## src/rtl/sha256_stream_hasher_defines.svh

```systemverilog
// Assertion macros shared by the SHA-256 stream hasher RTL.
// Depends on nothing; included by files that carry assertions.
`ifndef SHA256_STREAM_HASHER_DEFINES_SVH
`define SHA256_STREAM_HASHER_DEFINES_SVH

// Implication checked on every clock edge outside reset.
`define SHA_ASSERT_IMP(label, clk, rst_n, ante, cons, msg) \
  label: assert property (@(posedge clk) disable iff (!rst_n) (ante) |-> (cons)) \
    else $error(msg);

// Implication whose consequent is checked in the cycle after the antecedent.
`define SHA_ASSERT_NEXT(label, clk, rst_n, ante, cons, msg) \
  label: assert property (@(posedge clk) disable iff (!rst_n) (ante) |=> (cons)) \
    else $error(msg);

`endif

```

## src/rtl/sha_pkg.sv

```systemverilog
// Package for the SHA-256 stream hasher: round constants, initial hash and types.
// Depends on nothing.
`default_nettype none
package sha_pkg;

  localparam int unsigned BlockBytes = 64;
  localparam int unsigned Rounds     = 64;

  typedef enum logic [2:0] {
    StIdle,
    StPad,
    StLoad,
    StRound,
    StAdd,
    StOut
  } state_e;

  function automatic logic [31:0] round_k(input logic [5:0] i);
    logic [31:0] k;
    case (i)
      6'd0: k = 32'h428a2f98; 6'd1: k = 32'h71374491; 6'd2: k = 32'hb5c0fbcf;
      6'd3: k = 32'he9b5dba5; 6'd4: k = 32'h3956c25b; 6'd5: k = 32'h59f111f1;
      6'd6: k = 32'h923f82a4; 6'd7: k = 32'hab1c5ed5; 6'd8: k = 32'hd807aa98;
      6'd9: k = 32'h12835b01; 6'd10: k = 32'h243185be; 6'd11: k = 32'h550c7dc3;
      6'd12: k = 32'h72be5d74; 6'd13: k = 32'h80deb1fe; 6'd14: k = 32'h9bdc06a7;
      6'd15: k = 32'hc19bf174; 6'd16: k = 32'he49b69c1; 6'd17: k = 32'hefbe4786;
      6'd18: k = 32'h0fc19dc6; 6'd19: k = 32'h240ca1cc; 6'd20: k = 32'h2de92c6f;
      6'd21: k = 32'h4a7484aa; 6'd22: k = 32'h5cb0a9dc; 6'd23: k = 32'h76f988da;
      6'd24: k = 32'h983e5152; 6'd25: k = 32'ha831c66d; 6'd26: k = 32'hb00327c8;
      6'd27: k = 32'hbf597fc7; 6'd28: k = 32'hc6e00bf3; 6'd29: k = 32'hd5a79147;
      6'd30: k = 32'h06ca6351; 6'd31: k = 32'h14292967; 6'd32: k = 32'h27b70a85;
      6'd33: k = 32'h2e1b2138; 6'd34: k = 32'h4d2c6dfc; 6'd35: k = 32'h53380d13;
      6'd36: k = 32'h650a7354; 6'd37: k = 32'h766a0abb; 6'd38: k = 32'h81c2c92e;
      6'd39: k = 32'h92722c85; 6'd40: k = 32'ha2bfe8a1; 6'd41: k = 32'ha81a664b;
      6'd42: k = 32'hc24b8b70; 6'd43: k = 32'hc76c51a3; 6'd44: k = 32'hd192e819;
      6'd45: k = 32'hd6990624; 6'd46: k = 32'hf40e3585; 6'd47: k = 32'h106aa070;
      6'd48: k = 32'h19a4c116; 6'd49: k = 32'h1e376c08; 6'd50: k = 32'h2748774c;
      6'd51: k = 32'h34b0bcb5; 6'd52: k = 32'h391c0cb3; 6'd53: k = 32'h4ed8aa4a;
      6'd54: k = 32'h5b9cca4f; 6'd55: k = 32'h682e6ff3; 6'd56: k = 32'h748f82ee;
      6'd57: k = 32'h78a5636f; 6'd58: k = 32'h84c87814; 6'd59: k = 32'h8cc70208;
      6'd60: k = 32'h90befffa; 6'd61: k = 32'ha4506ceb; 6'd62: k = 32'hbef9a3f7;
      default: k = 32'hc67178f2;
    endcase
    return k;
  endfunction

  function automatic logic [31:0] init_h(input logic [2:0] i);
    logic [31:0] h;
    case (i)
      3'd0: h = 32'h6a09e667; 3'd1: h = 32'hbb67ae85;
      3'd2: h = 32'h3c6ef372; 3'd3: h = 32'ha54ff53a;
      3'd4: h = 32'h510e527f; 3'd5: h = 32'h9b05688c;
      3'd6: h = 32'h1f83d9ab;
      default: h = 32'h5be0cd19;
    endcase
    return h;
  endfunction

endpackage
`default_nettype wire

```

## src/rtl/sha256_stream_hasher.sv

```systemverilog
// SHA-256 stream hasher: block buffer memory, 16-word schedule and one-round compressor.
// Depends on sha_pkg and sha256_stream_hasher_defines.svh.
//
// Use: the slave channel carries one word per transfer: s_axis_tdata is the
// message byte and s_axis_tuser is the command (0 absorb, 1 finish).
// Absorbed bytes are written into a 64-entry block memory, one per cycle
// while the hasher is idle. The 64th byte of a block starts the compression:
// the load state reads the block memory byte by byte into the schedule, the
// round state runs the 64 rounds and the add state adds into the chaining
// state, with the input held off throughout. A finish pads the block in
// memory byte by byte, compresses one or two blocks, then presents the
// eight digest words on the master channel, word 0 first, m_axis_tlast on
// word 7. While the receiver holds m_axis_tready low the current digest
// word stays put and no new word is accepted. After the last digest word
// is taken the block returns to the initial hash and a zero length. Reset
// does the same at once; the block memory itself needs no clearing.
`default_nettype none
`include "sha256_stream_hasher_defines.svh"
module sha256_stream_hasher
  import sha_pkg::*;
(
  input  wire logic        clk_i,
  input  wire logic        rst_ni,
  input  wire logic        s_axis_tvalid,
  output logic             s_axis_tready,
  input  wire logic [7:0]  s_axis_tdata,   // data_byte[7:0]
  input  wire logic        s_axis_tuser,   // cmd
  output logic             m_axis_tvalid,
  input  wire logic        m_axis_tready,
  output logic [39:0] m_axis_tdata,        // digest_word[31:0], word_index[34:32], zeros
  output logic             m_axis_tlast    // last_word
);

  state_e state_q, state_d;

  logic [7:0]  mem_q [BlockBytes];
  logic [7:0]  rd_q;
  logic [6:0]  fill_q, fill_d;
  logic [63:0] bits_q, bits_d;
  logic [63:0] total_q, total_d;
  logic        final_q, final_d;
  logic        extra_q, extra_d;
  logic [6:0]  cnt_q, cnt_d;
  logic [31:0] h_q [8];
  logic [31:0] v_q [8];
  logic [31:0] w_q [16];
  logic [2:0]  oidx_q, oidx_d;

  logic        mem_we;
  logic [5:0]  mem_wa, mem_ra;
  logic [7:0]  mem_wd;
  logic        s_acc;
  logic [5:0]  pos;

  assign s_acc = s_axis_tvalid && s_axis_tready;
  assign s_axis_tready = (state_q == StIdle);
  assign pos = fill_q[5:0];

  // Block memory write data: the input byte while idle, else the padding byte for position fill_q.
  always_comb begin
    mem_wd = 8'h00;
    if (state_q == StIdle) begin
      mem_wd = s_axis_tdata;
    end else if (cnt_q == 7'd0) begin
      mem_wd = 8'h80;
    end else if (final_q && pos >= 6'd56) begin
      mem_wd = total_q[8'(63 - 8 * (32'(pos) - 56)) -: 8];
    end
  end

  always_comb begin
    mem_we = (s_acc && !s_axis_tuser) || (state_q == StPad);
    mem_wa = pos;
    mem_ra = {cnt_q[3:0], 2'b00} + 6'(cnt_q[5:4]);
  end

  always_ff @(posedge clk_i) begin
    if (mem_we) mem_q[mem_wa] <= mem_wd;
    rd_q <= mem_q[mem_ra];
  end

  // Next state.
  always_comb begin
    state_d = state_q;
    fill_d  = fill_q;
    bits_d  = bits_q;
    total_d = total_q;
    final_d = final_q;
    extra_d = extra_q;
    cnt_d   = cnt_q;
    oidx_d  = oidx_q;
    case (state_q)
      StIdle: begin
        if (s_acc) begin
          cnt_d = 7'd0;
          if (s_axis_tuser) begin
            total_d = bits_q + {55'd0, pos, 3'b000};
            final_d = (pos < 6'd56);
            extra_d = 1'b0;
            state_d = StPad;
          end else if (pos == 6'd63) begin
            fill_d  = 7'd0;
            final_d = 1'b0;
            extra_d = 1'b0;
            cnt_d   = 7'd0;
            state_d = StLoad;
          end else begin
            fill_d = fill_q + 7'd1;
          end
        end
      end
      StPad: begin
        cnt_d = 7'd1;
        if (pos == 6'd63) begin
          fill_d  = 7'd0;
          cnt_d   = 7'd0;
          state_d = StLoad;
        end else begin
          fill_d = fill_q + 7'd1;
        end
      end
      StLoad: begin
        cnt_d = cnt_q + 7'd1;
        if (cnt_q == 7'd64) begin
          cnt_d   = 7'd0;
          state_d = StRound;
        end
      end
      StRound: begin
        cnt_d = cnt_q + 7'd1;
        if (cnt_q == 7'd63) state_d = StAdd;
      end
      StAdd: begin
        if (final_q) begin
          oidx_d  = 3'd0;
          state_d = StOut;
        end else if (extra_q) begin
          final_d = 1'b1;
          extra_d = 1'b1;
          cnt_d   = 7'd1;
          state_d = StPad;
        end else begin
          bits_d  = bits_q + 64'd512;
          state_d = StIdle;
        end
      end
      StOut: begin
        if (m_axis_tready) begin
          oidx_d = oidx_q + 3'd1;
          if (oidx_q == 3'd7) begin
            bits_d  = 64'd0;
            final_d = 1'b0;
            state_d = StIdle;
          end
        end
      end
      default: state_d = StIdle;
    endcase
    // An overflow pad block leads into a length-only block.
    if (state_q == StIdle && s_acc && s_axis_tuser && pos >= 6'd56) extra_d = 1'b1;
  end

  // Outputs.
  always_comb begin
    m_axis_tvalid = (state_q == StOut);
    m_axis_tlast  = (oidx_q == 3'd7);
    m_axis_tdata  = {5'd0, oidx_q, h_q[oidx_q]};
  end

  always_ff @(posedge clk_i or negedge rst_ni) begin
    if (!rst_ni) begin
      state_q <= StIdle;
      fill_q  <= 7'd0;
      bits_q  <= 64'd0;
      final_q <= 1'b0;
      extra_q <= 1'b0;
      cnt_q   <= 7'd0;
      oidx_q  <= 3'd0;
      total_q <= 64'd0;
    end else begin
      state_q <= state_d;
      fill_q  <= fill_d;
      bits_q  <= bits_d;
      final_q <= final_d;
      extra_q <= extra_d;
      cnt_q   <= cnt_d;
      oidx_q  <= oidx_d;
      total_q <= total_d;
    end
  end

  // Datapath: schedule window, working variables and chaining state.
  logic [31:0] s0, s1, wnew, big1, ch, t1, big0, maj, t2;
  always_comb begin
    s0   = {w_q[1][6:0], w_q[1][31:7]} ^ {w_q[1][17:0], w_q[1][31:18]} ^ (w_q[1] >> 3);
    s1   = {w_q[14][16:0], w_q[14][31:17]} ^ {w_q[14][18:0], w_q[14][31:19]}
         ^ (w_q[14] >> 10);
    wnew = s1 + w_q[9] + s0 + w_q[0];
    big1 = {v_q[4][5:0], v_q[4][31:6]} ^ {v_q[4][10:0], v_q[4][31:11]}
         ^ {v_q[4][24:0], v_q[4][31:25]};
    ch   = (v_q[4] & v_q[5]) ^ (~v_q[4] & v_q[6]);
    t1   = v_q[7] + big1 + ch + round_k(cnt_q[5:0]) + w_q[0];
    big0 = {v_q[0][1:0], v_q[0][31:2]} ^ {v_q[0][12:0], v_q[0][31:13]}
         ^ {v_q[0][21:0], v_q[0][31:22]};
    maj  = (v_q[0] & v_q[1]) ^ (v_q[0] & v_q[2]) ^ (v_q[1] & v_q[2]);
    t2   = big0 + maj;
  end

  // Load: memory address cnt reads byte (cnt[3:0]*4 + cnt[5:4]); the read data is registered in rd_q.
  logic [6:0] lc;
  assign lc = cnt_q - 7'd1;

  always_ff @(posedge clk_i or negedge rst_ni) begin
    if (!rst_ni) begin
      for (int i = 0; i < 8; i++) h_q[i] <= init_h(3'(i));
    end else if (state_q == StAdd) begin
      for (int i = 0; i < 8; i++) h_q[i] <= h_q[i] + v_q[i];
    end else if (state_q == StOut && m_axis_tready && oidx_q == 3'd7) begin
      for (int i = 0; i < 8; i++) h_q[i] <= init_h(3'(i));
    end
  end

  always_ff @(posedge clk_i) begin
    if (state_q == StLoad && cnt_q != 7'd0) begin
      w_q[lc[3:0]][8'(31 - 8 * 32'(lc[5:4])) -: 8] <= rd_q;
      for (int i = 0; i < 8; i++) v_q[i] <= h_q[i];
    end else if (state_q == StRound) begin
      for (int i = 0; i < 15; i++) w_q[i] <= w_q[i + 1];
      w_q[15] <= wnew;
      v_q[7] <= v_q[6];
      v_q[6] <= v_q[5];
      v_q[5] <= v_q[4];
      v_q[4] <= v_q[3] + t1;
      v_q[3] <= v_q[2];
      v_q[2] <= v_q[1];
      v_q[1] <= v_q[0];
      v_q[0] <= t1 + t2;
    end
  end

  `SHA_ASSERT_IMP(a_no_in_busy, clk_i, rst_ni, state_q != StIdle, !s_axis_tready,
                  "input taken while busy")
  `SHA_ASSERT_NEXT(a_round_to_add, clk_i, rst_ni, state_q == StRound && cnt_q == 7'd63,
                   state_q == StAdd, "round count overran")
  `SHA_ASSERT_NEXT(a_out_hold, clk_i, rst_ni, m_axis_tvalid && !m_axis_tready,
                   m_axis_tvalid && $stable(oidx_q), "digest word not held on stall")
  `SHA_ASSERT_NEXT(a_last_done, clk_i, rst_ni, m_axis_tvalid && m_axis_tready && m_axis_tlast,
                   state_q == StIdle && bits_q == 64'd0, "no reinit after digest")

endmodule
`default_nettype wire

```

## config.mk

```make
export PLATFORM = sky130hd
export DESIGN_NAME = sha256_stream_hasher
export DESIGN_NICKNAME = d
export VERILOG_FILES = /design/src/rtl/sha_pkg.sv /design/src/rtl/sha256_stream_hasher.sv
export VERILOG_INCLUDE_DIRS = /design/src /design/src/rtl
export SDC_FILE = /design/constraint.sdc
export NUM_CORES = 2
export LEC_CHECK = 0
export BUFFER_PORTS_ARGS = -buffer_cell sky130_fd_sc_hd__buf_2
export CORE_ASPECT_RATIO = 1.25
export CORE_UTILIZATION = 30
export CTS_BUF_LIST = sky130_fd_sc_hd__clkbuf_4 sky130_fd_sc_hd__clkbuf_8
export DETAILED_ROUTE_END_ITERATION = 10
export GPL_TIMING_DRIVEN = 0
export MAX_ROUTING_LAYER = met4
export PLACE_DENSITY = 0.47
export SLEW_MARGIN = 20
export SYNTH_ARGS = -nofsm -noshare
export SYNTH_HDL_FRONTEND = slang
export SYNTH_SLANG_ARGS = --single-unit
```

## constraint.sdc

```tcl
create_clock -name clk_i -period 60.6 [get_ports clk_i]
set_input_delay 12.12 -clock clk_i [delete_from_list [all_inputs] [get_ports clk_i]]
set_output_delay 12.12 -clock clk_i [all_outputs]
set_load 0.01 [all_outputs]
```

# --- Yosys cells after proc, flatten, opt, wreduce, memory -nomap -nowiden ---
# Memories as Yosys holds them, arrays and structs flattened. A register that Yosys moved wholly into a read port is not among the register bits.
# Cells that the tools add are included.
# W data, S select, Z words.
op_classes:
  add_sub_neg: 29
  n_lt_le_gt_ge: 3
  n_eq_ne: 23
  n_shift: 3
  n_mux: 68
  bitwise: 26
  reduce_logical: 29
op_table:
  columns: ["cell", "n"]
  rows:
  - ["$add A32 B32 Y32", 18]
  - ["$mux W256", 2]
  - ["$mux W32", 13]
  - ["$xor A32 B32 Y32", 9]
  - ["$mux W64", 4]
  - ["$and A32 B32 Y32", 5]
  - ["$pmux W64 S2", 1]
  - ["$bmux W32 S3", 1]
  - ["$shiftx A71 B9 Y8", 1]
  - ["$add A64 B10 Y64 const B", 1]
  - ["$add A64 B9 Y64", 1]
  - ["$mux W7", 7]
  - ["$shift A8 B10 Y39 const A", 1]
  - ["$shiftx A8 B10 Y39", 1]
  - ["$pmux W7 S5", 1]
  - ["$not A32 Y32", 1]
  - ["$reduce_or A32 Y1", 1]
  - ["$xor A32 B22 Y32", 1]
  - ["$xor A32 B29 Y32", 1]
  - ["$mux W3", 10]
  - ["$mux W8", 3]
  - ["$mux W1", 20]
  - ["$pmux W3 S6", 1]
  - ["$reduce_and A5 Y1", 3]
  - ["40 further kinds", 74]
totals:
  register_bits: 406
  ram_bits: 1280
  romBits: 2048
  input_bits: 13
  out_inout_bits: 43
  elab_cells: 201
  memories: 4
mem_list:
  columns: ["memory", "depth", "word_bits", "read_ports", "rd_clocked_by_memory_dff", "write_ports", "line", "text"]
  rows:
  - ["(no name shown)", 64, 32, 1, 0, 0, "sha_pkg.sv:20", "case (i)"]
  - ["mem_q", 64, 8, 1, 1, 1, "sha256_stream_hasher.sv:36", "logic [7:0] mem_q [BlockBytes];"]
  - ["w_q", 16, 32, 16, 0, 16, "sha256_stream_hasher.sv:46", "logic [31:0] w_q [16];"]
  - ["v_q", 8, 32, 8, 0, 8, "sha256_stream_hasher.sv:45", "logic [31:0] v_q [8];"]

# --- Depth between registers and ports, before layout ---
# An unclocked memory read counts as a cell.
logic_depth:
  depth_word: 9
  ltp_mapped: 40
  mapped_depth_nobuf: 38

# --- Least setup slack after synthesis ---
# OpenSTA, ideal clock, no wires.
synth_path:
  path_type: "register to register"
  from: "register cnt_q[1]"
  to: "memory v_q[0][0], enable pin"
  setup_ns: 1.227
  arrival_ns: 19.419
  t_required_ns: 59.373
  setup_slack_ns: 39.954
  path_stages_with_launch: 7
  path_buffers: 1
  synth_period_minus_slack_ns: 20.646
  cell_sequence: "dfrtp_1 inv_2 buf_1 ha_1 nand2_1 nor4_1 o21ai_0"
synth_lines:
  columns: ["element", "line", "text"]
  rows:
  - ["from (decl)", "sha256_stream_hasher.sv:43", "logic [6:0] cnt_q, cnt_d;"]
  - ["from (signal assigned)", "sha256_stream_hasher.sv:186", "cnt_q <= cnt_d;"]
  - ["to (decl)", "sha256_stream_hasher.sv:45", null]

# --- Worst setup path after layout ---
layout_path:
  from: "register oidx_q[0]"
  to: "output m_axis_tdata[29]"
layout_between:
  elab_chain_len: 4
layout_rtl:
  columns: ["element", "line", "text"]
  rows:
  - ["from (decl)", "sha256_stream_hasher.sv:47", "logic [2:0] oidx_q, oidx_d;"]
  - ["from (signal assigned)", "sha256_stream_hasher.sv:187", "oidx_q <= oidx_d;"]
  - ["$not A3 Y4 (not written as such)", "sha256_stream_hasher.sv:167", "m_axis_tdata = {5'd0, oidx_q, h_q[oidx_q]};"]
  - ["$bmux W32 S3", "sha256_stream_hasher.sv:167", null]
  - ["$mux W32 (not written as such) (2 in a row)", "sha256_stream_hasher.sv:167", null]
  - ["to (decl)", "sha256_stream_hasher.sv:30", "output logic [39:0] m_axis_tdata,"]
# Every way passes these cells. The select of a mux whose other input is x is not followed.

==> flow_metrics.py <==
metrics = {
    "logic_synthesis": {
        "synthMuxAreaShare_pct": 7.20,
        "synth-edff-count": 1280,
        "synth.largest_area_cell": "edfxtp_1",
        "synthesis.area_sq_um": 96900,
        "yosysUniqueCellTypes": 96,
        "synth_seq_cells": 1681,
        "ys_seq_area_share_pct": 50.2,
        "yosysTopAreaCellShare_pct": 39.7,
        "yosys-top-cells-area": "edfxtp_1 (40%), dfrtp_1 (6.6%), mux4_2 (5.8%)",
        "synth_compound_area_share_pct": 14.7,
        "synthCells": 8484,
        "synth_xor_area_share_pct": 5.53,
        "synthTopCellsByCount": "edfxtp_1 (1280), nand2_1 (1134), a21o_1 (701)",
        "synthAdderAreaFrac_pct": 9.19,
        "synthSimpleGateAreaFrac_pct": 9.97,
        "synth_top_family_by_area": "compound AO/OA/AOI/OAI gates",
        "yosysWarnings": 0,
        "synth_area_per_cell_sq_um": 11.4,
        "synth-main-ff-cell": "edfxtp_1",
        "synthArstFlopShare_pct": 23.4,
        "synth.most_common_cell": "edfxtp_1",
    },
    "floorplanning": {
        "initial_utilization_pct": 30.2,
        "core_sq_um": 320000,
        "die_area_sq_um": 325000,
        "die_x_microns": 510,
        "fp.dieH_microns": 637,
        "num_rows": 232,
        "ioPinCount": 56,
    },
    "setup_path": {
        "endpoint_kind": "primary output",
        "critical-path-top-delay-family": "buffers and inverters",
        "max_stage_delay_ns": 0.93,
        "crit_type": "reg -> out",
        "crit_arrival_ns": 4.88,
        "crit_slowest_cell": "dfrtp_1",
        "worst-path-buf-inv": 4,
        "crit_fanout": 10,
        "cp_data_required_time_ns": 48.48,
        "cp-start-kind": "register",
        "path_cells": "buf_2 -> buf_16 -> buf_1 -> mux4_2 -> nand2_1 -> nand2_1 -> buf_2",
    },
    "placement": {
        "place.gp.congestion": 0.985,
        "hpwl_mm": 318,
        "numPortBuffers": 50,
    },
    "global_routing": {
        "grt_antenna_before_repair": 19,
        "grt_max_degree": 77,
        "grt_overflow_total": 0,
        "grt_pass1_wl_mm": 564,
        "grt_usage_pct": 25.4,
        "grt_pass1_vias": 72600,
    },
    "routing": {
        "detail_route.wirelength_mm": 406,
        "drc": 0,
        "vias": 72300,
        "wl_per_cell_microns": 30.4,
        "dr.pass1.iters": 6,
        "drtIter0Drc": 6477,
        "via_per_inst": 5.41,
        "ant_nets": 0,
    },
    "clock_tree": {
        "postCtsSetupRepairBufs": 0,
        "clkLatencyLatePin_ns": 1.01,
        "ctsResizeCount": 0,
        "clk_pin_slew_ns": 0.07,
        "cts_tree": "yes",
        "cts-root-buf": "clkbuf_8",
        "clock-sinks": 1681,
        "numCtsBuffers": 303,
        "cts_buffer_depth": 4,
        "htreeDepth": 5,
        "cts_hold_buf": 0,
    },
    "timing": {
        "min_period_ns": 17.00,
        "rsz0062_at_grt": "false",
        "post-route-period-util_pct": 28.1,
        "fmax_mhz": 58.8,
        "slew_headroom_pct": 15.8,
        "slew_violations": 0,
        "finalHoldViolCount": 0,
        "tightest_slew_ns": 1.25,
        "fin_skew_ns": 0.0692,
        "setup_viol": 0,
        "setup_tns_ns": 0,
    },
    "run_status": {
        "status": "complete, no violations",
    },
    "layout": {
        "area_growth_syn_to_layout_pct": 13.5,
        "drive_gt1_share_pct": 12.9,
        "fin_nets": 9505,
        "fillers": 32200,
    },
    "min_path": {
        "hold_class": "reg -> reg",
    },
    "job": {
        "drv_cap": 0,
    },
}
[metal layers]
metal,wire length [microns],global-route usage (%),vias up
met4,25000,13.7,0
met1,162000,30.2,36900
met5,0,-,-
met2,197000,41.4,2776
li1,-,-,31800
met3,22300,3.57,783
[cell type report]
type,count,area (sq um),area share [%]
clock inverters,113,758,0.689
diodes,15,37.5,0.0341
clock buffers,419,5260,4.78
well taps,4212,5270,4.79
repair buffers,106,1560,1.42
plain buffers,495,1940,1.76
multi-input cells,5980,45300,41.2
flip-flops and latches,1681,48600,44.2
inverters,332,1250,1.13
[stage by stage]
step	utilization [%]	instance area [sq um]	hold WS, ns	cells	worst slack (ns)
final	34.3	110000	0.492	13400	43.60
after global routing	34.3	110000	0.503	13300	43.47
after CTS	34.3	110000	0.489	13300	43.53
after detailed placement	32.4	104000	0.488	12800	44.60
after global placement	32.0	102000	0.484	12800	24.09
after floorplan	-	96900	0.450	8488	39.95
[worst reg2reg max path, delay by kind of cell, from the launching register on]
family,cells,cell delay [ns]
compound gates,16,4.22
buf+inv,9,4.01
fa+ha+maj,6,2.73
xor+xnor,2,0.85
flops,1,0.57
[registers in the layout, summed over array words and instances, names as in the netlist]
| signal | cells |
|---|---|
| bits_q | 55 |
| cnt_q | 7 |
| extra_q | 1 |
| fill_q | 6 |
| final_q | 1 |
| h_q | 256 |
| mem_q | 512 |
| oidx_q | 3 |
| rd_q | 8 |
| state_q | 3 |
| total_q | 61 |
| v_q | 256 |
| w_q | 512 |
[worst paths after layout]
kind	start	endpoint	slack, ns	cells past startpoint
setup reg to reg	cnt_q[5]	v_q[0][31]	47.95	33
setup / recovery	oidx_q[0]	m_axis_tdata[29]	43.60	7
max in group asynchronous	rst_ni	h_q[240]	48.08	3
hold reg to reg	w_q[5][7]	w_q[4][7]	0.49	1
min in group asynchronous	rst_ni	bits_q[54]	11.11	1
hold / removal	w_q[5][7]	w_q[4][7]	0.49	1
[kinds of logic after synthesis]
kind of cell             after synthesis
AND/OR/NAND/NOR                     2193
XOR/XNOR                             612
other                                  1
flip-flops                          1681
adder cells (fa/ha/maj)              595
multiplexers                         375
buffers and inverters                827
AO/OA/AOI/OAI                       2200
[placed cells by master (no fill, tap or decap), types with 40 or more instances in the layout]
cell,count
xnor2_1,384
nand3_1,172
nand2_1,1134
nor2_1,403
clkbuf_8,338
nor3_1,127
o21ai_0,488
a211oi_1,57
buf_1,50
and2_1,49
mux2_2,93
clkbuf_1,391
inv_1,330
xor2_1,228
clkbuf_4,81
mux4_2,248
or3_1,52
o21ai_1,68
clkinv_1,50
fa_1,195
nor2b_1,46
edfxtp_1,1280
a31oi_1,46
a21o_1,701
a21oi_1,432
o21bai_1,55
buf_2,65
buf_16,40
ha_1,398
o21a_1,66
dfrtp_1,257
dfstp_2,136
Power is left out: the tool's default activity adds up to more than one toggle a clock period on the data nets, which glitch-free logic cannot reach.
